$ cat src/rtl/core/hsv_pkg.sv
// hsv_pkg: shared types and constants of the hsv to rgb converter
`default_nettype none

package hsv_pkg;

  // one input word: hue in degrees, saturation and value bytes
  typedef struct packed {
    logic [15:0] hue;
    logic [7:0]  saturation;
    logic [7:0]  brightness;
  } hsv_in_t;

  // one output word: rounded rgb bytes
  typedef struct packed {
    logic [7:0] red;
    logic [7:0] green;
    logic [7:0] blue;
  } hsv_out_t;

  // sixty degree hue sectors
  typedef enum logic [2:0] {
    SECT_RED_YEL  = 3'd0,
    SECT_YEL_GRN  = 3'd1,
    SECT_GRN_CYAN = 3'd2,
    SECT_CYAN_BLU = 3'd3,
    SECT_BLU_MAG  = 3'd4,
    SECT_MAG_RED  = 3'd5
  } hsv_sect_e;

  // stage enables of the scaling pipe
  typedef struct packed {
    logic mul;
    logic div;
    logic fix;
  } hsv_scl_en_t;

  localparam int unsigned HueTurn   = 360;
  localparam int unsigned HueSector = 60;
  localparam int unsigned ChanMax   = 255;
  localparam int unsigned Denom     = ChanMax * HueSector;    // 15300
  localparam int unsigned DenomHalf = Denom / 2;

  // floor(2^24 / 360), quotient off by at most one for 16-bit hue
  localparam int unsigned HueRecipShift = 24;
  localparam logic [15:0] HueRecip = 16'd46603;

  // floor(2^36 / 15300), quotient off by at most one for 22-bit numerator
  localparam int unsigned DivRecipShift = 36;
  localparam logic [22:0] DivRecip = 23'd4491469;

endpackage

`default_nettype wire

$ cat src/rtl/core/hsv_scale.sv
// hsv_scale: brightness times factor over 15300, rounded to nearest, three stages
`default_nettype none

module hsv_scale (
  input  wire logic                clk_i,
  input  wire hsv_pkg::hsv_scl_en_t en_i,
  input  wire logic [7:0]          val_i,
  input  wire logic [13:0]         fac_i,
  output logic [7:0]               chan_o
);
  import hsv_pkg::*;

  logic [21:0] num_d, num_q, num2_q;
  logic [44:0] prod_d, prod_q;
  logic [7:0]  qest;
  logic [21:0] rem;
  logic [7:0]  chan_d, chan_q;

  // numerator with half the denominator added for round to nearest
  assign num_d  = 22'(val_i) * 22'(fac_i) + 22'(DenomHalf);
  assign prod_d = 45'(num_q) * 45'(DivRecip);

  // estimate may be one low, fix with a single compare
  assign qest = prod_q[DivRecipShift +: 8];
  assign rem  = num2_q - 22'(qest) * 22'(Denom);
  assign chan_d = (rem >= 22'(Denom)) ? qest + 8'd1 : qest;

  always_ff @(posedge clk_i) begin
    if (en_i.mul) begin
      num_q <= num_d;
    end
    if (en_i.div) begin
      num2_q <= num_q;
      prod_q <= prod_d;
    end
    if (en_i.fix) begin
      chan_q <= chan_d;
    end
  end

  assign chan_o = chan_q;

endmodule

`default_nettype wire

$ cat src/rtl/core/hsv_to_rgb_converter.sv
// hsv_to_rgb_converter: pipelined hsv to rgb pixel converter, top level
`default_nettype none

// Converts one pixel per clock while the output is not stalled; the seven
// register stages are hue reduction (reciprocal multiply, then correction),
// sector split, factor forming, and a three-stage brightness scaling and
// divide by 15300 done as a reciprocal multiply with one correction step.
// Each stage advances when it is empty or its successor advances, so bubbles
// are squeezed out and the input only stalls while every stage holds a word
// and the output is stalled.

module hsv_to_rgb_converter (
  input  wire logic             clk_i,
  input  wire logic             rst_ni,
  input  wire logic             in_valid_i,
  input  wire hsv_pkg::hsv_in_t in_data_i,
  output logic                  in_stall_o,
  output logic                  out_valid_o,
  output hsv_pkg::hsv_out_t     out_data_o,
  input  wire logic             out_stall_i
);
  import hsv_pkg::*;

  localparam int unsigned NumStages = 7;

  logic [NumStages-1:0] vld_q, vld_d, en;

  // stage 0: hue quotient estimate
  logic [31:0] hmul;
  logic [7:0]  hq0_d, hq0_q;
  logic [15:0] hue0_q;
  logic [7:0]  sat0_q, val0_q;
  // stage 1: hue mod 360
  logic [15:0] hdiff;
  logic [8:0]  h1_d, h1_q;
  logic [7:0]  sat1_q, val1_q;
  // stage 2: sector and remainder
  hsv_sect_e   sect2_d, sect2_q;
  logic [8:0]  base2;
  logic [5:0]  rem2_d, rem2_q;
  logic [7:0]  sat2_q, val2_q;
  // stage 3: factors
  logic [13:0] fp3_d, fq3_d, ft3_d, fp3_q, fq3_q, ft3_q;
  logic [5:0]  crem3;
  logic [7:0]  val3_q;
  hsv_sect_e   sect3_q, sect4_q, sect5_q, sect6_q;

  hsv_scl_en_t scl_en;
  logic [7:0]  pp, qq, tt, vv4_q, vv5_q, vv6_q;

  // stage enables, last stage first
  always_comb begin
    en[NumStages-1] = !vld_q[NumStages-1] || !out_stall_i;
    for (int i = NumStages - 2; i >= 0; i--) begin
      en[i] = !vld_q[i] || en[i+1];
    end
  end

  always_comb begin
    vld_d = vld_q;
    if (en[0]) begin
      vld_d[0] = in_valid_i;
    end
    for (int i = 1; i < NumStages; i++) begin
      if (en[i]) begin
        vld_d[i] = vld_q[i-1];
      end
    end
  end

  always_ff @(posedge clk_i or negedge rst_ni) begin
    if (!rst_ni) begin
      vld_q <= '0;
    end else begin
      vld_q <= vld_d;
    end
  end

  assign in_stall_o  = !en[0];
  assign out_valid_o = vld_q[NumStages-1];

  // stage 0
  assign hmul  = 32'(in_data_i.hue) * 32'(HueRecip);
  assign hq0_d = hmul[HueRecipShift +: 8];

  // stage 1
  assign hdiff = hue0_q - 16'(hq0_q) * 16'(HueTurn);
  always_comb begin
    if (hdiff >= 16'(HueTurn)) begin
      h1_d = 9'(hdiff - 16'(HueTurn));
    end else begin
      h1_d = hdiff[8:0];
    end
  end

  // stage 2
  always_comb begin
    priority if (h1_q >= 9'd300) begin
      sect2_d = SECT_MAG_RED;
      base2   = 9'd300;
    end else if (h1_q >= 9'd240) begin
      sect2_d = SECT_BLU_MAG;
      base2   = 9'd240;
    end else if (h1_q >= 9'd180) begin
      sect2_d = SECT_CYAN_BLU;
      base2   = 9'd180;
    end else if (h1_q >= 9'd120) begin
      sect2_d = SECT_GRN_CYAN;
      base2   = 9'd120;
    end else if (h1_q >= 9'd60) begin
      sect2_d = SECT_YEL_GRN;
      base2   = 9'd60;
    end else begin
      sect2_d = SECT_RED_YEL;
      base2   = 9'd0;
    end
  end
  assign rem2_d = 6'(h1_q - base2);

  // stage 3
  assign crem3 = 6'(HueSector) - rem2_q;
  assign fp3_d = 14'(Denom) - 14'(sat2_q) * 14'(HueSector);
  assign fq3_d = 14'(Denom) - 14'(sat2_q) * 14'(rem2_q);
  assign ft3_d = 14'(Denom) - 14'(sat2_q) * 14'(crem3);

  always_ff @(posedge clk_i) begin
    if (en[0]) begin
      hq0_q  <= hq0_d;
      hue0_q <= in_data_i.hue;
      sat0_q <= in_data_i.saturation;
      val0_q <= in_data_i.brightness;
    end
    if (en[1]) begin
      h1_q   <= h1_d;
      sat1_q <= sat0_q;
      val1_q <= val0_q;
    end
    if (en[2]) begin
      sect2_q <= sect2_d;
      rem2_q  <= rem2_d;
      sat2_q  <= sat1_q;
      val2_q  <= val1_q;
    end
    if (en[3]) begin
      fp3_q   <= fp3_d;
      fq3_q   <= fq3_d;
      ft3_q   <= ft3_d;
      val3_q  <= val2_q;
      sect3_q <= sect2_q;
    end
    if (en[4]) begin
      sect4_q <= sect3_q;
      vv4_q   <= val3_q;
    end
    if (en[5]) begin
      sect5_q <= sect4_q;
      vv5_q   <= vv4_q;
    end
    if (en[6]) begin
      sect6_q <= sect5_q;
      vv6_q   <= vv5_q;
    end
  end

  assign scl_en = '{mul: en[4], div: en[5], fix: en[6]};

  hsv_scale u_scale_p (
    .clk_i  (clk_i),
    .en_i   (scl_en),
    .val_i  (val3_q),
    .fac_i  (fp3_q),
    .chan_o (pp)
  );

  hsv_scale u_scale_q (
    .clk_i  (clk_i),
    .en_i   (scl_en),
    .val_i  (val3_q),
    .fac_i  (fq3_q),
    .chan_o (qq)
  );

  hsv_scale u_scale_t (
    .clk_i  (clk_i),
    .en_i   (scl_en),
    .val_i  (val3_q),
    .fac_i  (ft3_q),
    .chan_o (tt)
  );

  // channel order by sector
  always_comb begin
    case (sect6_q)
      SECT_RED_YEL:  out_data_o = '{red: vv6_q, green: tt,    blue: pp};
      SECT_YEL_GRN:  out_data_o = '{red: qq,    green: vv6_q, blue: pp};
      SECT_GRN_CYAN: out_data_o = '{red: pp,    green: vv6_q, blue: tt};
      SECT_CYAN_BLU: out_data_o = '{red: pp,    green: qq,    blue: vv6_q};
      SECT_BLU_MAG:  out_data_o = '{red: tt,    green: pp,    blue: vv6_q};
      default:       out_data_o = '{red: vv6_q, green: pp,    blue: qq};
    endcase
  end

endmodule

`default_nettype wire

$ cat config.mk
export PLATFORM = sky130hd
export DESIGN_NAME = hsv_to_rgb_converter
export DESIGN_NICKNAME = d
export VERILOG_FILES = /design/src/rtl/core/hsv_pkg.sv /design/src/rtl/core/hsv_scale.sv /design/src/rtl/core/hsv_to_rgb_converter.sv
export SDC_FILE = /design/constraint.sdc
export NUM_CORES = 2
export LEC_CHECK = 0
export ABC_AREA = 1
export BUFFER_PORTS_ARGS = -buffer_cell sky130_fd_sc_hd__buf_2
export CORE_AREA = 4 4 316 318
export CTS_CLUSTER_SIZE = 28
export DETAILED_ROUTE_END_ITERATION = 7
export DIE_AREA = 0 0 320 322
export MAX_ROUTING_LAYER = met4
export PLACE_DENSITY = 0.81
export SYNTH_ARGS = -nofsm -noshare
export SYNTH_HDL_FRONTEND = slang
export SYNTH_SLANG_ARGS = --single-unit
$ cat constraint.sdc
create_clock -name clk_i -period 26 [get_ports clk_i]
set_clock_uncertainty 0.15 [all_clocks]
set_input_delay 1.3 -clock clk_i [delete_from_list [all_inputs] [get_ports clk_i]]
set_output_delay 1.3 -clock clk_i [all_outputs]
set_load 0.01 [all_outputs]
Word-level counts from Yosys, hierarchy flattened
Index checks and enable logic that the tools add are counted.
{ "word_totals": {"register_bits": 471, "latchBits": 0, "ramBits": 0, "romBits": 0, "in_bits": 36, "wordCells": 117, "memories": 0} }
{ "op_classes": {"add_sub_neg": 16, "mul": 14, "div_mod_pow": 0, "magnitude_cmp": 9, "eq_ne": 4, "n_shift": 0, "muxes": 14, "bitwise": 0, "n_reduce_logical": 18} }
{ "op_table": {"columns": ["cell", "count"], "rows": [
  ["$mul 22x23->44 const B", 3],
  ["$pmux 24 s5", 1],
  ["$add 22x13->22 const B", 3],
  ["$ge 22x14->1 const B", 3],
  ["$mul 8x14->22", 3],
  ["$sub 22x22->22", 3],
  ["$mul 8x12->20 const B", 3],
  ["$sub 14x14->14 const A", 3],
  ["$mul 16x16->32 const B", 1],
  ["$mux 6", 5],
  ["$mul 8x6->14", 2],
  ["$add 8x1->8 const B", 3],
  ["$mux 8", 3],
  ["$ge 9x8->1 const B", 2],
  ["$ge 16x9->1 const B", 1],
  ["$sub 16x16->16", 1],
  ["$mul 8x6->13 const B", 1],
  ["$mul 8x4->12 const B", 1],
  ["$ge 9x6->1 const B", 1],
  ["$ge 9x7->1 const B", 1],
  ["$ge 9x9->1 const B", 1],
  ["$logic_not 1->1", 9],
  ["$mux 9", 1],
  ["$sub 9x9->9 const B", 1],
  ["other kinds (10)", 19]
]} }

Logic depth before layout (Yosys ltp)
{ "logic_depth": {"depth_word": 9, "ltp_mapped": 33} }

Hierarchy
Synthesis repeated with hierarchy kept, for this count alone.
{ "hier_totals": {"hier_cells": 7582, "hier_area_um2": 64553.2} }
{ "by_module_without_submodules": {"columns": ["module", "instances", "cells_per_inst", "area_each_um2", "seq_area_each_um2"], "rows": [
  ["hsv_scale (u_scale_p ...)", 2, 1936, 15902.8, 1741.7],
  ["hsv_to_rgb_converter", 1, 1786, 16732.3, 5370.2],
  ["hsv_scale (u_scale_t)", 1, 1924, 16015.4, 1741.7]
]} }

Worst setup path after synthesis
No wires, ideal clock.
{ "synth_timing": {"path_kind": "input port to output port", "start": "input out_stall_i", "end": "output in_stall_o", "t_arrival_ns": 8.345, "t_required_ns": 24.550, "setup_slack_ns": 16.205, "cell_stages": 12, "path_cell_list": "nand2_1 -> nor2_1 -> inv_1 -> nor2_1 -> inv_1 -> nor2_1 -> inv_1 -> nor2_1 -> inv_1 -> nor2_1 -> inv_1 -> nor2_1"} }
{ "synth_between": {"elab_chain_len": 9} }
{ "synth_rtl": {"columns": ["item", "line_no", "text"], "rows": [
  ["start, declared", "hsv_to_rgb_converter.sv:20", "input wire logic out_stall_i"],
  ["$logic_not 1->1", "hsv_to_rgb_converter.sv:53", "en[NumStages-1] = !vld_q[NumStages-1] || !out_stall_i;"],
  ["$logic_or 1x1->1", "hsv_to_rgb_converter.sv:53", null],
  ["$logic_or 1x1->1", "hsv_to_rgb_converter.sv:55", "en[i] = !vld_q[i] || en[i+1];"],
  ["named net en[5]", "hsv_to_rgb_converter.sv:26", "logic [NumStages-1:0] vld_q, vld_d, en;"],
  ["$logic_or 1x1->1", "hsv_to_rgb_converter.sv:55", null],
  ["named net en[4]", "hsv_to_rgb_converter.sv:26", null],
  ["$logic_or 1x1->1", "hsv_to_rgb_converter.sv:55", null],
  ["named net en[3]", "hsv_to_rgb_converter.sv:26", null],
  ["$logic_or 1x1->1", "hsv_to_rgb_converter.sv:55", null],
  ["named net en[2]", "hsv_to_rgb_converter.sv:26", null],
  ["$logic_or 1x1->1", "hsv_to_rgb_converter.sv:55", null],
  ["named net en[1]", "hsv_to_rgb_converter.sv:26", null],
  ["$logic_or 1x1->1", "hsv_to_rgb_converter.sv:55", null],
  ["$logic_not 1->1", "hsv_to_rgb_converter.sv:79", "assign in_stall_o = !en[0];"],
  ["end, declared", "hsv_to_rgb_converter.sv:17", "output logic in_stall_o,"]
]} }
The timed path passes the listed nets, and every way through them passes these cells.

Worst setup path in the final report
{ "layout_timing": {"start": "input out_stall_i", "end": "output in_stall_o"} }
{ "layout_between": {"elab_chain_len": 9} }
{ "layout_rtl": {"columns": ["item", "line_no"], "rows": [
  ["$logic_not 1->1", "hsv_to_rgb_converter.sv:53"],
  ["$logic_or 1x1->1", "hsv_to_rgb_converter.sv:53"],
  ["named net en[6]", "hsv_to_rgb_converter.sv:26"],
  ["$logic_or 1x1->1", "hsv_to_rgb_converter.sv:55"],
  ["named net en[5]", "hsv_to_rgb_converter.sv:26"],
  ["$logic_or 1x1->1", "hsv_to_rgb_converter.sv:55"],
  ["named net en[4]", "hsv_to_rgb_converter.sv:26"],
  ["$logic_or 1x1->1", "hsv_to_rgb_converter.sv:55"],
  ["named net en[3]", "hsv_to_rgb_converter.sv:26"],
  ["$logic_or 1x1->1", "hsv_to_rgb_converter.sv:55"],
  ["named net en[2]", "hsv_to_rgb_converter.sv:26"],
  ["$logic_or 1x1->1", "hsv_to_rgb_converter.sv:55"],
  ["named net en[1]", "hsv_to_rgb_converter.sv:26"],
  ["$logic_or 1x1->1", "hsv_to_rgb_converter.sv:55"],
  ["$logic_not 1->1", "hsv_to_rgb_converter.sv:79"]
]} }
The timed path passes the listed nets, and every way through them passes these cells.

==> impl_results.md <==
- Hold Path Origin: val2_q[7]
- Hold Path End: val3_q[7]
- Warnings, synthesis: 0
- Post-synth ARST share: 1.99%
- Final nets: 9,247
- Chip height: 322 um
- Vias per cell: 5.44
- Post-Syn Nets: 9,217
- CTS max path bufs: 3
- Crit path arrival time: 5.92 ns
- Seq. cell area: 10,500 um^2
- Drc violations: 0
- Starting Density: 64.7%
- R2R Setup Slk: 19.34 ns
- Max-Cap Viols: 0
- GRT Residual Overflow: 0
- Final Slew Violations: 0
- Clk pin slew, worst setup/hold paths: 0.06 ns
- Share of cells above drive strength 1: 3.05%
- Worst hold stages: 0
- Post-synth top cells: inv_1 (1,908), nand2_1 (1,264), ha_1 (1,211)
- Crit Reg-Reg Endpoint: u_scale_t.chan_o[7]
- Drt pass-1 iters: 6
- Worst skew pair latency: 0.59 ns
- PortBufs: 61
- EDFF count, synth: 344
- Distinct cells, synth: 61
- Worst-Margin Slew: 1.06 ns
- Detail Route Antenna Nets: 0
- I/O pin cnt: 62
- DR iter-0 viols: 2,723
- CTS Buf Count: 40
- Fmax: 136 MHz
- Routed wire length: 139 mm
- Largest net degree at the start of global routing: 77
- Dominant synthesized flop cell: edfxtp_1
- Register area share after synthesis: 16.8%
- R2R depth: 28
- Fin crit share: 28.3%
- Final setup violating endpoints: 0
- Worst-path fanout max: 76
- CTS tree: done
- Status: complete, no violations
- Die width: 320 um
- Clk sinks: 351
- Critical R2R Launch: u_scale_t.prod_q[41]
- Seq cells post-synth: 351
- Avg WL per Cell: 16.2 um
- Die area: 103,000 um^2
- H-tree Lvls: 2
- Worst min path class: reg -> reg
- First-pass GRT wire length: 234 mm
- RSZ-0062 raised after global routing: no
- Most frequent cell after synthesis: inv_1
- Final hold violations: 0
- Post-CTS sizing: 0
- CTS root buf: clkbuf_16
- Core area: 96,600 um^2
- Fin worst setup slack: 18.63 ns
- Syn Area/Cell: 8.67 um^2
- P&R area growth vs syn: 4.73%
- Min Tclk post-route: 7.37 ns
- Setup bufs post-CTS: 0
- Crit path capture type: primary output
- HPWL Detailed: 117 mm
- Critical Path RT: 24.55 ns
- Largest area contributor in the netlist: fa_1
- Cell Rows: 114
- Dpl ws: 18.57 ns
- Startpoint Class: primary input
- Gr usage total: 28.5%
- Slew margin rel.: 29.2%
- Top cells by area, synth: fa_1 (24%), ha_1 (24%), edfxtp_1 (17%), inv_1 (11%), nand2_1 (7.6%)
- GPL Wtd Cong: 0.965
- Filler Cells Inserted: 7,441
- Top cell type's share of synthesized area: 24.4%
- Routed via count: 46,500
- Vias in the first global route: 48,600
- Initial antenna violation count: 6
- Critical path type: in -> out
- Area occupied by multi-input gates: 44,400 um^2
- Post-Syn Area: 62,500 um^2
- Hold buffer count at cts: 0
- Setup TNS: 0 ns
- Cells after synthesis: 7,209
==> routing by layer <==
layer	global-route usage, %	part of all wire [%]	vias to the layer above
met5	-	0	-
met4	10.6	4.0	0
met3	3.66	5.8	330
met2	47.8	48	1313
met1	35.6	42	22300
li1	-	-	22600
==> stage by stage <==
stage | instance area, um^2 | util, % | hold slack, ns | instances
2_1_floorplan | 62500 | - | 0.250 | 7209
3_3_place_gp | 64100 | 66.4 | 0.251 | 8473
3_5_place_dp | 64100 | 66.4 | 0.255 | 8473
4_1_cts | 65500 | 67.8 | 0.266 | 8545
5_1_grt | 65500 | 67.8 | 0.271 | 8550
6_report | 65500 | 67.8 | 0.263 | 8551
==> registers in the layout, summed over array words and instances (netlist names), 12 cells and up <==
name              cells
u_scale_p.num_q      20
u_scale_q.num2_q     20
fp3_q                12
fq3_q                14
u_scale_t.num2_q     20
u_scale_p.num2_q     20
hue0_q               16
ft3_q                13
u_scale_q.num_q      21
u_scale_t.num_q      22
==> worst max-delay path by stage <==
stage / startpoint / end / slack, ns / cells after the start
after floorplan: out_stall_i / in_stall_o / 16.21 / 12
after global placement: out_stall_i / in_stall_o / 18.51 / 17
after detailed placement: out_stall_i / in_stall_o / 18.57 / 17
after CTS: out_stall_i / in_stall_o / 18.54 / 17
after global routing: out_stall_i / in_stall_o / 18.00 / 17
final: out_stall_i / in_stall_o / 18.63 / 17
==> kinds of logic after synthesis <==
logic type | count (synthesis) | synth area share (%)
AND/OR/NAND/NOR | 1975 | 13.2
adder cells (fa/ha/maj) | 1972 | 48.6
XOR/XNOR | 212 | 2.97
flip-flops | 351 | 16.8
buffers and inverters | 2013 | 12.2
AO/OA/AOI/OAI | 686 | 6.22
==> worst max-delay path, stage by stage <==
cell and delay [ns]:
buf_2 0.09, nand2_1 0.04, buf_4 0.40, nor2_1 0.14
inv_4 0.33, nor2_1 0.11, inv_2 0.06, buf_4 0.70
nor2_1 0.11, inv_2 0.08, buf_4 0.54, nor2_1 0.09
inv_1 0.71, nor2_1 0.08, inv_1 0.72, nor2_1 0.15
buf_2 0.19
==> area by class of cell <==
type	count	share of cell area, %
Inverter	1923	11.0
Antenna cell	6	0.0229
Clock inverter	25	0.352
Sequential cell	351	16.0
Timing Repair Buffer	78	0.661
Clock buffer	47	1.65
Tap cell	1276	2.44
Multi-Input combinational cell	4845	67.8
==> cell usage in the layout (no fill, tap or decap), drive strengths merged, types with 13 or more instances in the layout <==
master   count
a31oi       32
nor2       357
buf         78
o2111ai     13
inv       1927
o21bai      17
o21a        16
nand2     1284
a211oi      14
a22oi       14
a21oi      324
nor4        15
nor3        39
xor2       145
clkbuf      47
fa         761
nand3      171
a21o        30
xnor2       67
nand4       63
clkinv      16
nand3b      17
o21ai      179
ha        1211
edfxtp     344
Power is not shown: default switching activity piles up to over one toggle a cycle in this logic, so the estimate is an artifact.
